--- src/design/qvr_pkg.sv ---
// Shared types for the quaternion vector rotator: port words and the
// per-stage word of the restoring divider. No dependencies.
package qvr_pkg;

    localparam int DivSteps = 32;

    typedef struct packed {
        logic signed [15:0] quat_w;
        logic signed [15:0] quat_x;
        logic signed [15:0] quat_y;
        logic signed [15:0] quat_z;
        logic signed [31:0] vec_x;
        logic signed [31:0] vec_y;
        logic signed [31:0] vec_z;
    } in_word_t;

    typedef struct packed {
        logic signed [31:0] rot_x;
        logic signed [31:0] rot_y;
        logic signed [31:0] rot_z;
        logic               zero_norm;
        logic               saturated;
    } out_word_t;

    // One output row inside the divider: sign of the dot product, quotient
    // overflow, partial remainder, dividend bits not yet shifted in, quotient.
    typedef struct packed {
        logic        neg;
        logic        big;
        logic [32:0] rem;
        logic [31:0] low;
        logic [31:0] quo;
    } div_row_t;

    typedef struct packed {
        div_row_t [2:0] row;
        logic [32:0]    n;
        logic           zero;
    } div_word_t;

endpackage

--- src/design/qvr_div_step.sv ---
// One restoring-division stage: one quotient bit for each of the three rows.
// Depends on qvr_pkg.
module qvr_div_step (
    input  logic                 aclk,
    input  logic                 aresetn,
    input  logic                 in_valid,
    input  qvr_pkg::div_word_t   in_data,
    output logic                 in_ready,
    output logic                 out_valid,
    output qvr_pkg::div_word_t   out_data,
    input  logic                 out_ready
);

    logic               valid_reg;
    qvr_pkg::div_word_t data_reg, data_next;

    assign in_ready = !valid_reg || out_ready;

    always_comb begin
        logic [33:0] trial;
        logic        ge;
        data_next = in_data;
        for (int r = 0; r < 3; r++) begin
            trial = {in_data.row[r].rem, in_data.row[r].low[31]};
            ge    = trial >= {1'b0, in_data.n};
            data_next.row[r].rem = ge ? 33'(trial - {1'b0, in_data.n}) : trial[32:0];
            data_next.row[r].low = {in_data.row[r].low[30:0], 1'b0};
            data_next.row[r].quo = {in_data.row[r].quo[30:0], ge};
        end
    end

    always_ff @(posedge aclk) begin
        if (!aresetn) begin
            valid_reg <= 1'b0;
        end else if (in_ready) begin
            valid_reg <= in_valid;
        end
    end

    always_ff @(posedge aclk) begin
        if (in_ready && in_valid) data_reg <= data_next;
    end

    assign out_valid = valid_reg;
    assign out_data  = data_reg;

endmodule

--- config.mk ---
export PLATFORM = sky130hd
export DESIGN_NAME = qvr_div_step
export DESIGN_NICKNAME = d
export VERILOG_FILES = /design/src/design/qvr_pkg.sv /design/src/design/qvr_div_step.sv
export SDC_FILE = /design/constraint.sdc
export NUM_CORES = 1
export LEC_CHECK = 0
export ABC_AREA = 1
export ABC_CLOCK_PERIOD_IN_PS = 23400
export BUFFER_PORTS_ARGS = -buffer_cell sky130_fd_sc_hd__buf_2
export CELL_PAD_IN_SITES_DETAIL_PLACEMENT = 1
export CELL_PAD_IN_SITES_GLOBAL_PLACEMENT = 2
export CORE_AREA = 4 4 265 267
export CTS_CLUSTER_SIZE = 20
export DETAILED_ROUTE_END_ITERATION = 10
export DIE_AREA = 0 0 269 271
export GPL_ROUTABILITY_DRIVEN = 0
export HOLD_SLACK_MARGIN = 0.05
export PLACE_DENSITY = 0.85
export SETUP_SLACK_MARGIN = 0.3
export SYNTH_ARGS = -nofsm -noshare
export SYNTH_HDL_FRONTEND = slang
export SYNTH_SLANG_ARGS = --single-unit
--- constraint.sdc ---
create_clock -name aclk -period 23.4 [get_ports aclk]
set_clock_uncertainty 0.1 [all_clocks]
set_input_delay 1.17 -clock aclk [delete_from_list [all_inputs] [get_ports aclk]]
set_output_delay 1.17 -clock aclk [all_outputs]
set_load 0.01 [all_outputs]
Yosys cells after proc, flatten, opt, wreduce, memory -nomap -nowiden:

Cells that the tools add are included.

* bitwise operators: 0
* shift-type cells: 0
* add/subtract/negate cells: 3
* muxes and demuxes: 3
* reduce and logical (&&, ||, !) cells: 3
* $lt $le $gt $ge: 3
* divide/modulo/power cells: 0
* equality and inequality tests: 0
* $mul: 0

Operator list (number)
* $ge A34 B33 Y1: 3
* $mux W33: 3
* $sub A33 B33 Y33: 3
* $logic_and A1 B1 Y1: 1
* $logic_not A1 Y1: 1
* $logic_or A1 B1 Y1: 1

* bits in read-only memories: 0
* register bits after elaboration: 329
* bits in latches: 0
* input bits: 335
* logic and storage cells: 30
* memories kept: 0
* RAM bits: 0

Longest topological paths before layout:

* depth after elaboration: 3
* gate-level depth with buffers: 15
* mapped depth without buffers: 15

Worst setup path after synthesis:

No wires, ideal clock.

* kind: input to register
* start point: input port in_valid
* end point: register data_reg (netlist bit out_data[0]) (enable)
* path slack: 5253 ps
* arrival time: 16920 ps
* library setup time: 1127 ps
* stages on the path: 2
* path buffers: 0
* cell sequence: inv_1 a21oi_1

* longest elaborated chain between the ends: 1

RTL lines
* start, declared: RTL line qvr_div_step.sv:6 `input logic in_valid,`
* $logic_and A1 B1 Y1: RTL line qvr_div_step.sv:41 `if (in_ready && in_valid) data_reg <= data_next;`
* end signal, assigned: RTL line qvr_div_step.sv:41
* end, declared: RTL line qvr_div_step.sv:15 `qvr_pkg::div_word_t data_reg, data_next;`

No other way between the ends.
A chain may end at the register's enable or synchronous reset.

==> results.sh <==
export IMPL_path_clk_slew_ps=60
export IMPL_slew_viol_final=0
export IMPL_drcViolationCount=0
export IMPL_whs_ps=490
export IMPL_placed_cells=3839
export IMPL_setup_ws_ps=19360
export IMPL_cts_root_buffer="clkbuf_16"
export IMPL_ios=668
export IMPL_place_hpwl_um=81500
export IMPL_finalNetCount=3439
export IMPL_drv_cap=0
export IMPL_synthCells=2317
export IMPL_placeableCoreArea_um2=68100
export IMPL_wire_per_inst_um=24.9
export IMPL_holdBufCountCts=0
export IMPL_yosys_top_cells_area="edfxtp_1, nand2_1, inv_1, ha_1, nand3_1"
export IMPL_tightest_slew_ps=1100
export IMPL_rr_startpoint="out_valid"
export IMPL_post_place_ws_ps=18710
export IMPL_final_layout_size_suffix_gt1_frac=0.268
export IMPL_insertion_delay_ps=580
export IMPL_synth_common_cells="nand2_1, inv_1, edfxtp_1, nand3_1, nor2_1"
export IMPL_p_sw_w=0.000576
export IMPL_synth_async_reset_ratio=0
export IMPL_synth_edf_count=328
export IMPL_grt_pass1_wl_um=134000
export IMPL_fmax_mhz=247
export IMPL_synth_most_common_cell="nand2_1"
export IMPL_num_rows=96
export IMPL_numClockSinks=329
export IMPL_period_minus_slack_ps=4040
export IMPL_swShare=0.324
export IMPL_hold_viol=0
export IMPL_grt_pass1_vias=18400
export IMPL_worstPathRequired_ps=23630
export IMPL_cts_buffers=43
export IMPL_die_h_um=271
export IMPL_critPathKind="in2reg"
export IMPL_via_per_inst=4.67
export IMPL_rsz0062_at_grt="no"
export IMPL_first_iter_violations=1075
export IMPL_clkPwrFrac=0.363
export IMPL_postCtsResizedCells=0
export IMPL_grt_max_degree=80
export IMPL_power_density_nw_per_um2=70.9
export IMPL_num_vias=18300
export IMPL_critical_path_arrival_ps=4270
export IMPL_numPortBuffers=661
export IMPL_ys_seq_area_frac=0.506
export IMPL_fin_crit_sh=0.173
export IMPL_power_frac_seq=0.406
export IMPL_fin_cells=3926
export IMPL_cts_tree="built"
export IMPL_synth_warning_count=0
export IMPL_setup_viol=0
export IMPL_fin_util=0.369
export IMPL_grt_overflow=0
export IMPL_synth_top_area_frac=0.505
export IMPL_internal_power_w=0.00120
export IMPL_synth_area_um2=19500
export IMPL_htree_num_levels=2
export IMPL_fill_cells=8381
export IMPL_p_comb_frac=0.231
export IMPL_leakage_nw=12.9
export IMPL_drt_met1_wl_um=38800
export IMPL_die_w_um=269
export IMPL_synth_seq_cells=329
export IMPL_drtAntennaViolNets=0
export IMPL_hold_path_class="reg2reg"
export IMPL_yosys_area_top_type="edfxtp_1"
export IMPL_antenna_found_initial=33
export IMPL_post_cts_buffers=0
export IMPL_highest_layer="met5"
export IMPL_synth_cell_types=36
export IMPL_crit_path_start_kind="input pin"
export IMPL_end_kind="flop"
export IMPL_peakVddDrop_mv=0.0537
export IMPL_initial_core_util=0.286
export IMPL_max_slew_margin=0.266
export IMPL_ys_flop_type="edfxtp_1"
export IMPL_min_from="out_valid"
export IMPL_outcome="finished clean"
export IMPL_first_pass_iters=5
export IMPL_syn_to_final_growth_pct=28.8
export IMPL_track_usage=0.259
export IMPL_wl_um=97600
export IMPL_die_area_um2=72900
export IMPL_met3WireLength_um=6490
export IMPL_setup_tns_ps=0
export IMPL_met2_length_um=47200
export IMPL_syn_avg_cell_area_um2=8.42
export IMPL_cts_buffer_depth=3
export IMPL_crit_fanout=35
export IMPL_startpoint="in_data[30]"
## power groups by stage
stage          clock network (W)  registers, W  logic (W)
6_report                0.000646      0.000723   0.000411
3_5_place_dp                   0      0.000734   0.000415
5_1_grt                 0.000688      0.000727   0.000454
4_1_cts                 0.000664      0.000723   0.000417
3_3_place_gp                   0      0.000733   0.000410
2_1_floorplan                  0      0.000779   0.000205
## sequential cells by signal (all words and copies together), names as in the netlist
register,cells
out_data,328
out_valid,1
## layout make-up
| cell class | count | area [um^2] | area share |
|---|---|---|---|
| diodes | 12 | 30.0 | 0.00120 |
| flip-flops and latches | 329 | 9870 | 0.393 |
| well taps | 882 | 1100 | 0.0439 |
| clock buffers | 46 | 1090 | 0.0433 |
| inverters | 412 | 1550 | 0.0615 |
| clock inverters | 29 | 250 | 0.00996 |
| repair buffers | 669 | 3370 | 0.134 |
| multi-input cells | 1547 | 7870 | 0.313 |
## cells by family after synthesis
| kind of cell | share of synthesized area |
|---|---|
| XOR/XNOR | 0.0189 |
| AND/OR/NAND/NOR | 0.297 |
| adder cells (fa/ha/maj) | 0.0666 |
| buffers and inverters | 0.0914 |
| flip-flops | 0.506 |
| AO/OA/AOI/OAI | 0.0204 |
| other | 0.000192 |
## critical path, cell delays in order
cell     delay [ps]
buf_2           100
inv_1           370
ha_1            380
nand2_1         180
inv_1            60
nand2_1          60
nand3_1          90
a21oi_1         210
nand2_1         120
nor2_4          770
nand2_8         360
nand3_1         280
nand2_1          70
## path summary, 6_finish.rpt
kind / endpoint / slack (ps) / depth (start not counted)
worst max-delay path: out_data[118] / 19360 / 13
worst min register to register: out_valid / 490 / 2
worst min-delay path: out_valid / 490 / 2
worst max register to register: out_data[327] / 20670 / 3
## through the flow
stage	power (W)	instance area, um^2
after floorplan	0.000984	19500
after global placement	0.00114	23800
after detailed placement	0.00115	23800
after CTS	0.00180	25100
after global routing	0.00187	25100
final	0.00178	25100
## routing by layer
| metal | global-route usage | vias up |
|---|---|---|
| met5 | 0 | - |
| met3 | 0.0569 | 158 |
| li1 | - | 8778 |
| met2 | 0.447 | 557 |
| met4 | 0.112 | 24 |
| met1 | 0.308 | 8798 |
## placed cells by master (no fill, tap or decap), types with 7 or more instances in the layout
cell type and count:
ha_1 99, nor2_1 116, nor2_2 10, xor2_1 39, and2_1 18, buf_4 8, diode_2 12, nor3_1 24
nand3b_1 31, clkinv_1 9, inv_1 406, nand2_2 13, nand4_1 7, edfxtp_1 328, clkbuf_16 43, nand2_1 876
buf_2 661, a21oi_1 62, nand3_1 178, nand3_2 27, or2_2 7
Note: power is estimated with default switching activity, not from simulation.
