$ cat src/design/qvr_pkg.sv
// Shared types for the quaternion vector rotator: port words and the
// per-stage word of the restoring divider. No dependencies.
package qvr_pkg;

    localparam int DivSteps = 32;

    typedef struct packed {
        logic signed [15:0] quat_w;
        logic signed [15:0] quat_x;
        logic signed [15:0] quat_y;
        logic signed [15:0] quat_z;
        logic signed [31:0] vec_x;
        logic signed [31:0] vec_y;
        logic signed [31:0] vec_z;
    } in_word_t;

    typedef struct packed {
        logic signed [31:0] rot_x;
        logic signed [31:0] rot_y;
        logic signed [31:0] rot_z;
        logic               zero_norm;
        logic               saturated;
    } out_word_t;

    // One output row inside the divider: sign of the dot product, quotient
    // overflow, partial remainder, dividend bits not yet shifted in, quotient.
    typedef struct packed {
        logic        neg;
        logic        big;
        logic [32:0] rem;
        logic [31:0] low;
        logic [31:0] quo;
    } div_row_t;

    typedef struct packed {
        div_row_t [2:0] row;
        logic [32:0]    n;
        logic           zero;
    } div_word_t;

endpackage

$ cat src/design/qvr_round.sv
// Output stage: round half away from zero, apply sign, saturate, and hold
// the result word. Depends on qvr_pkg.
module qvr_round (
    input  logic                 aclk,
    input  logic                 aresetn,
    input  logic                 in_valid,
    input  qvr_pkg::div_word_t   in_data,
    output logic                 in_ready,
    output logic                 out_valid,
    output qvr_pkg::out_word_t   out_data,
    input  logic                 out_ready
);

    logic               valid_reg;
    qvr_pkg::out_word_t data_reg, data_next;
    logic [2:0][31:0]   val;
    logic [2:0]         clip;

    assign in_ready = !valid_reg || out_ready;

    always_comb begin
        logic [32:0] q;
        logic        up;
        for (int r = 0; r < 3; r++) begin
            up = {in_data.row[r].rem, 1'b0} >= {1'b0, in_data.n};
            q  = {1'b0, in_data.row[r].quo} + {32'd0, up};
            if (in_data.row[r].neg) begin
                clip[r] = in_data.row[r].big || (q > 33'h0_8000_0000);
                val[r]  = clip[r] ? 32'h8000_0000 : 32'(~q + 33'd1);
            end else begin
                clip[r] = in_data.row[r].big || (q > 33'h0_7fff_ffff);
                val[r]  = clip[r] ? 32'h7fff_ffff : q[31:0];
            end
        end
        if (in_data.zero) begin
            data_next.rot_x     = '0;
            data_next.rot_y     = '0;
            data_next.rot_z     = '0;
            data_next.zero_norm = 1'b1;
            data_next.saturated = 1'b0;
        end else begin
            data_next.rot_x     = val[0];
            data_next.rot_y     = val[1];
            data_next.rot_z     = val[2];
            data_next.zero_norm = 1'b0;
            data_next.saturated = |clip;
        end
    end

    always_ff @(posedge aclk) begin
        if (!aresetn) begin
            valid_reg <= 1'b0;
        end else if (in_ready) begin
            valid_reg <= in_valid;
        end
    end

    always_ff @(posedge aclk) begin
        if (in_ready && in_valid) data_reg <= data_next;
    end

    assign out_valid = valid_reg;
    assign out_data  = data_reg;

endmodule

$ cat config.mk
export PLATFORM = sky130hd
export DESIGN_NAME = qvr_round
export DESIGN_NICKNAME = d
export VERILOG_FILES = /design/src/design/qvr_pkg.sv /design/src/design/qvr_round.sv
export SDC_FILE = /design/constraint.sdc
export NUM_CORES = 1
export LEC_CHECK = 0
export ABC_AREA = 1
export ABC_CLOCK_PERIOD_IN_PS = 7700
export BUFFER_PORTS_ARGS = -buffer_cell sky130_fd_sc_hd__buf_2
export CORE_UTILIZATION = 45
export DETAILED_ROUTE_END_ITERATION = 10
export PLACE_DENSITY = 0.74
export RECOVER_POWER = 25
export SYNTH_ARGS = -nofsm -noshare
export SYNTH_HDL_FRONTEND = slang
export SYNTH_SLANG_ARGS = --single-unit
$ cat constraint.sdc
create_clock -name aclk -period 7.7 [get_ports aclk]
set_input_delay 1.54 -clock aclk [delete_from_list [all_inputs] [get_ports aclk]]
set_output_delay 1.54 -clock aclk [all_outputs]
set_load 0.005 [all_outputs]
== Word-level counts from Yosys, hierarchy flattened ==
Index checks and enable logic that the tools add are counted.
Operators by class
  add/sub/neg operators: 6
  multipliers: 0
  div/mod/pow operators: 0
  magnitude comparators: 9
  eq/ne operators: 0
  shifts and indexed selects: 0
  mux-type cells: 13
  bitwise logic cells: 3
  reductions and logical operators: 10
Operators by type and width (count)
  $mux W32: 9
  $ge A34 B33 Y1: 3
  $add A32 B1 Y33: 3
  $gt A33 B31 Y1 const B: 3
  $gt A33 B32 Y1 const B: 3
  $add A32 B1 Y32 const B: 3
  $not A32 Y32: 3
  $logic_or A1 B1 Y1: 7
  $mux W1: 3
  $reduce_or A3 Y1: 1
  $mux W2: 1
  $logic_and A1 B1 Y1: 1
  $logic_not A1 Y1: 1
Word-level totals
  register bits after elaboration: 99
  bits in latches: 0
  memory bits (writable): 0
  bits in read-only memories: 0
  input bits: 335
  output and inout bits: 100
  word-level logic and storage cells: 47
  memories kept: 0

== Logic depth before layout (Yosys ltp) ==
  depth in word-level cells: 7
  gate-level depth with buffers: 31
  depth with buffers taken out: 31

== Worst setup path after synthesis ==
OpenSTA, ideal clock, no wires.
  kind: input to register
  from: input in_valid
  to: register data_reg, in the netlist out_data[0] (enable)
  library setup time: 0.587 ns
  arrival: 6.309 ns
  required time: 7.113 ns
  slack: 0.805 ns
  cell stages on the path: 2
  buffers on the path: 0
  cell sequence: inv_1 -> a21oi_1
On the way
  word-level cells in the longest chain between the ends: 1
RTL lines
  start, declared: RTL line qvr_round.sv:6  | input logic in_valid,
  $logic_and A1 B1 Y1: RTL line qvr_round.sv:59  | if (in_ready && in_valid) data_reg <= data_next;
  end signal, assigned: RTL line qvr_round.sv:59
  end, declared: RTL line qvr_round.sv:15  | qvr_pkg::out_word_t data_reg, data_next;
Every way passes these cells.
A chain may end at the register's enable or synchronous reset.

== Worst setup path after layout ==
  from: input in_data[18] (netlist bit)
  to: register data_reg, in the netlist out_data[82], data pin
On the way
  word-level cells in the longest chain between the ends: 6
  elaborated cells on any way between the ends: 11
RTL lines
  start, declared: RTL line qvr_round.sv:7  | input qvr_pkg::div_word_t in_data,
  $ge A34 B33 Y1 (*): RTL line qvr_round.sv:25  | up = {in_data.row[r].rem, 1'b0} >= {1'b0, in_data.n};
  $add A32 B1 Y33 (*): RTL line qvr_round.sv:26  | q = {1'b0, in_data.row[r].quo} + {32'd0, up};
  $not A32 Y32 (tied with other cells): RTL line qvr_round.sv:29  | val[r] = clip[r] ? 32'h8000_0000 : 32'(~q + 33'd1);
  $add A32 B1 Y32 (tied with other cells): RTL line qvr_round.sv:29
  $mux W32, on equally long branches: RTL line qvr_round.sv:29, qvr_round.sv:32
  $mux W32 (*): RTL line qvr_round.sv:27  | if (in_data.row[r].neg) begin
Every way passes the cells marked *; elsewhere a longest branch is shown, timed or not.

==> impl_metrics.json <==
{
  "outcome": "complete, but fails checks",
  "violations": "max-capacitance violations, max-slew violations",
  "fp.dieH_um": 171,
  "clock.fmax_ghz": 0.158,
  "drv_slew": 23,
  "critical-path-max-stage-delay_ns": 0.44,
  "coreArea_um2": 27900,
  "wire_per_inst_um": 15.3,
  "hp-class": "reg2reg",
  "grt_pass1_wl_mm": 64.6,
  "ctsLongestPathBuffers": 2,
  "timing.setup.tns_ns": 0,
  "yosysSeqAreaShare_pct": 23.1,
  "crit_fanout": 17,
  "worstMarginPinSlew_ns": 2.05,
  "antenna_left": 0,
  "start_kind": "input port",
  "rr_endpoint": "out_data[89]",
  "ys.flop_type": "edfxtp_1",
  "gr-usage-met2_pct": 49.4,
  "synth_area_um2": 12800,
  "fin_ws_ns": 1.37,
  "relSlewSlack_pct": -36.8,
  "ir_worst_vdd_mv": 0.0767,
  "synth_edf_count": 98,
  "postSynth.asyncResetShare_pct": 0,
  "setup_viol": 0,
  "portBuffers": 338,
  "drc_errors": 0,
  "post_cts_buffers": 0,
  "path_common_cell": "nand2_1",
  "wl_mm": 41.4,
  "final_cell_mix": "593 x nand2_1, 292 x buf_2, 246 x nor2_1, 231 x inv_1, 154 x nand3_1",
  "max_cap_violations": 1,
  "synth_cells": 2005,
  "drtIter0Drc": 838,
  "min_from": "out_valid",
  "htree_levels": 3,
  "p_leak_nw": 7.18,
  "gp_congestion": 0.925,
  "min_period_ns": 6.33,
  "ff2ff_setup_slack_ns": 4.40,
  "cp_data_arrival_time_ns": 6.49,
  "ys_seq_elements": 99,
  "overflow": 0,
  "vias_per_cell": 5.31,
  "grt.busiest_layer": "met2",
  "grt_usage_pct": 27.9,
  "drive_gt1_share_pct": 18.3,
  "hold_end": "out_valid",
  "grt_pass1_vias": 13300,
  "die_area_um2": 29200,
  "syn-num-nets": 2451,
  "synthDistinctLibCells": 52,
  "worstSetupPathType": "in2reg",
  "dr_total_vias": 14400,
  "cts_hold_buf": 0,
  "clockRootBuffer": "clkbuf_16",
  "die_x_um": 171,
  "start_util_pct": 45.9,
  "ys_warn_count": 0,
  "dr.pass1.iters": 7,
  "worstRegToRegCells": 2,
  "numCtsBuffers": 9,
  "rsz0062_at_grt": "false",
  "hold_depth": 2,
  "worstSkewPairLatency_ns": 0.36,
  "report.final.hold_viol_count": 0,
  "r2r_start": "out_valid",
  "power.density_nw_per_um2": 114,
  "syn_to_final_growth_pct": 17.9,
  "slowest_stage": "nor4_1",
  "cts.clk_slew.worst_paths_ns": 0.08,
  "rows": 61,
  "antenna_found_initial": 1,
  "fin_hold_ws_ns": 0.554,
  "fin_crit_sh_pct": 82.2,
  "cts_tree": "yes",
  "final_common_cell": "nand2_1",
  "cts.sinks": 99,
  "finClkSkew_ns": 0.00571,
  "grt_use_met3_pct": 3.54,
  "grt_use_met1_pct": 34.6,
  "ioPinCount": 435,
  "required_ns": 7.87,
  "grt_max_degree": 78,
  "pre_cts_ws_ns": 1.06,
  "syn_area_per_cell_um2": 6.39,
  "end_kind": "flip-flop",
  "cts_resized": 0,
  "hpwl_mm": 34.1,
  "final_nets": 2770
}
-- per-stage QoR --
| step | std cells | power (W) | cell area [um^2] | util (%) |
|---|---|---|---|---|
| after floorplan | 2005 | 0.000992 | 12800 | - |
| after global routing | 2707 | 0.00182 | 15100 | 54.1 |
| after detailed placement | 2691 | 0.00121 | 14800 | 53.2 |
| after CTS | 2707 | 0.00173 | 15200 | 54.3 |
| final | 2708 | 0.00172 | 15100 | 54.1 |
| after global placement | 2691 | 0.00120 | 14800 | 53.2 |
-- layer usage --
layer	wire length, um	part of all wire (%)
met5	0	0
met2	19600	47
met3	2800	6.8
met4	1430	3.5
met1	17500	42
-- sequential cells by signal, summed over array words and instances, names as in the netlist --
signal / cells
out_data: 98
out_valid: 1
-- report_power, final --
group | leakage [nW] | switching [W] | total, W | internal, W
logic | 6.04 | 0.000350 | 0.000546 | 0.000196
clock network | 0.160 | 0.000231 | 0.000523 | 0.000292
registers | 0.986 | 0.0000162 | 0.000656 | 0.000640
-- area by class of cell --
class,count,area [um^2]
Fill cell,2952,12800
Multi-Input combinational cell,1628,8750
Sequential cell,99,2960
Timing Repair Buffer,344,1680
Inverter,242,910
Tap cell,378,473
Clock buffer,9,225
Clock inverter,7,108
Antenna cell,1,2.50
-- critical path, delay by kind of cell --
family / cells / cell delay [ns]
AND/OR/NAND/NOR: 15 / 2.89
adder cells (fa/ha/maj): 3 / 0.85
buffers and inverters: 4 / 0.54
AO/OA/AOI/OAI: 3 / 0.66
-- worst max path at each step --
stage / startpoint / end / depth (start not counted) / slack, ns
finish: in_data[18] / out_data[82] / 25 / 1.37
global route: in_data[20] / out_data[82] / 27 / 0.97
CTS: in_data[18] / out_data[82] / 26 / 1.42
detailed placement: in_data[18] / out_data[82] / 26 / 1.06
global placement: in_data[18] / out_data[25] / 26 / 1.17
floorplan: in_valid / out_data[0] / 2 / 0.80
-- Yosys cell counts, types with 4 or more instances --
cell | count | area, um^2
nand2_1 | 593 | 2230
inv_2 | 10 | 37.5
inv_1 | 231 | 867
xnor2_1 | 16 | 140
a31oi_1 | 5 | 31.3
buf_2 | 4 | 20.0
o21ai_0 | 60 | 300
buf_4 | 4 | 30.0
o211ai_1 | 4 | 30.0
nor2_1 | 246 | 923
a21oi_2 | 20 | 175
nand3b_1 | 15 | 113
nand3_2 | 5 | 50.1
ha_1 | 111 | 1390
nand3_1 | 154 | 771
o21bai_1 | 9 | 67.6
nand4_1 | 43 | 269
o21ai_1 | 26 | 130
xor2_1 | 67 | 587
nor2_4 | 6 | 67.6
edfxtp_1 | 98 | 2940
a211oi_1 | 4 | 30.0
nand2_2 | 37 | 231
a21oi_1 | 117 | 586
nor3_1 | 33 | 165
clkbuf_1 | 21 | 78.8
nor2_2 | 23 | 144
-- logic make-up after synthesis --
logic type	count (synthesis)	synth area share [%]
flip-flops	99	23.1
AO/OA/AOI/OAI	261	11.6
XOR/XNOR	85	5.92
AND/OR/NAND/NOR	1171	39.9
adder cells (fa/ha/maj)	111	10.8
buffers and inverters	278	8.60
No activity file was read; power rests on OpenSTA's default activity.
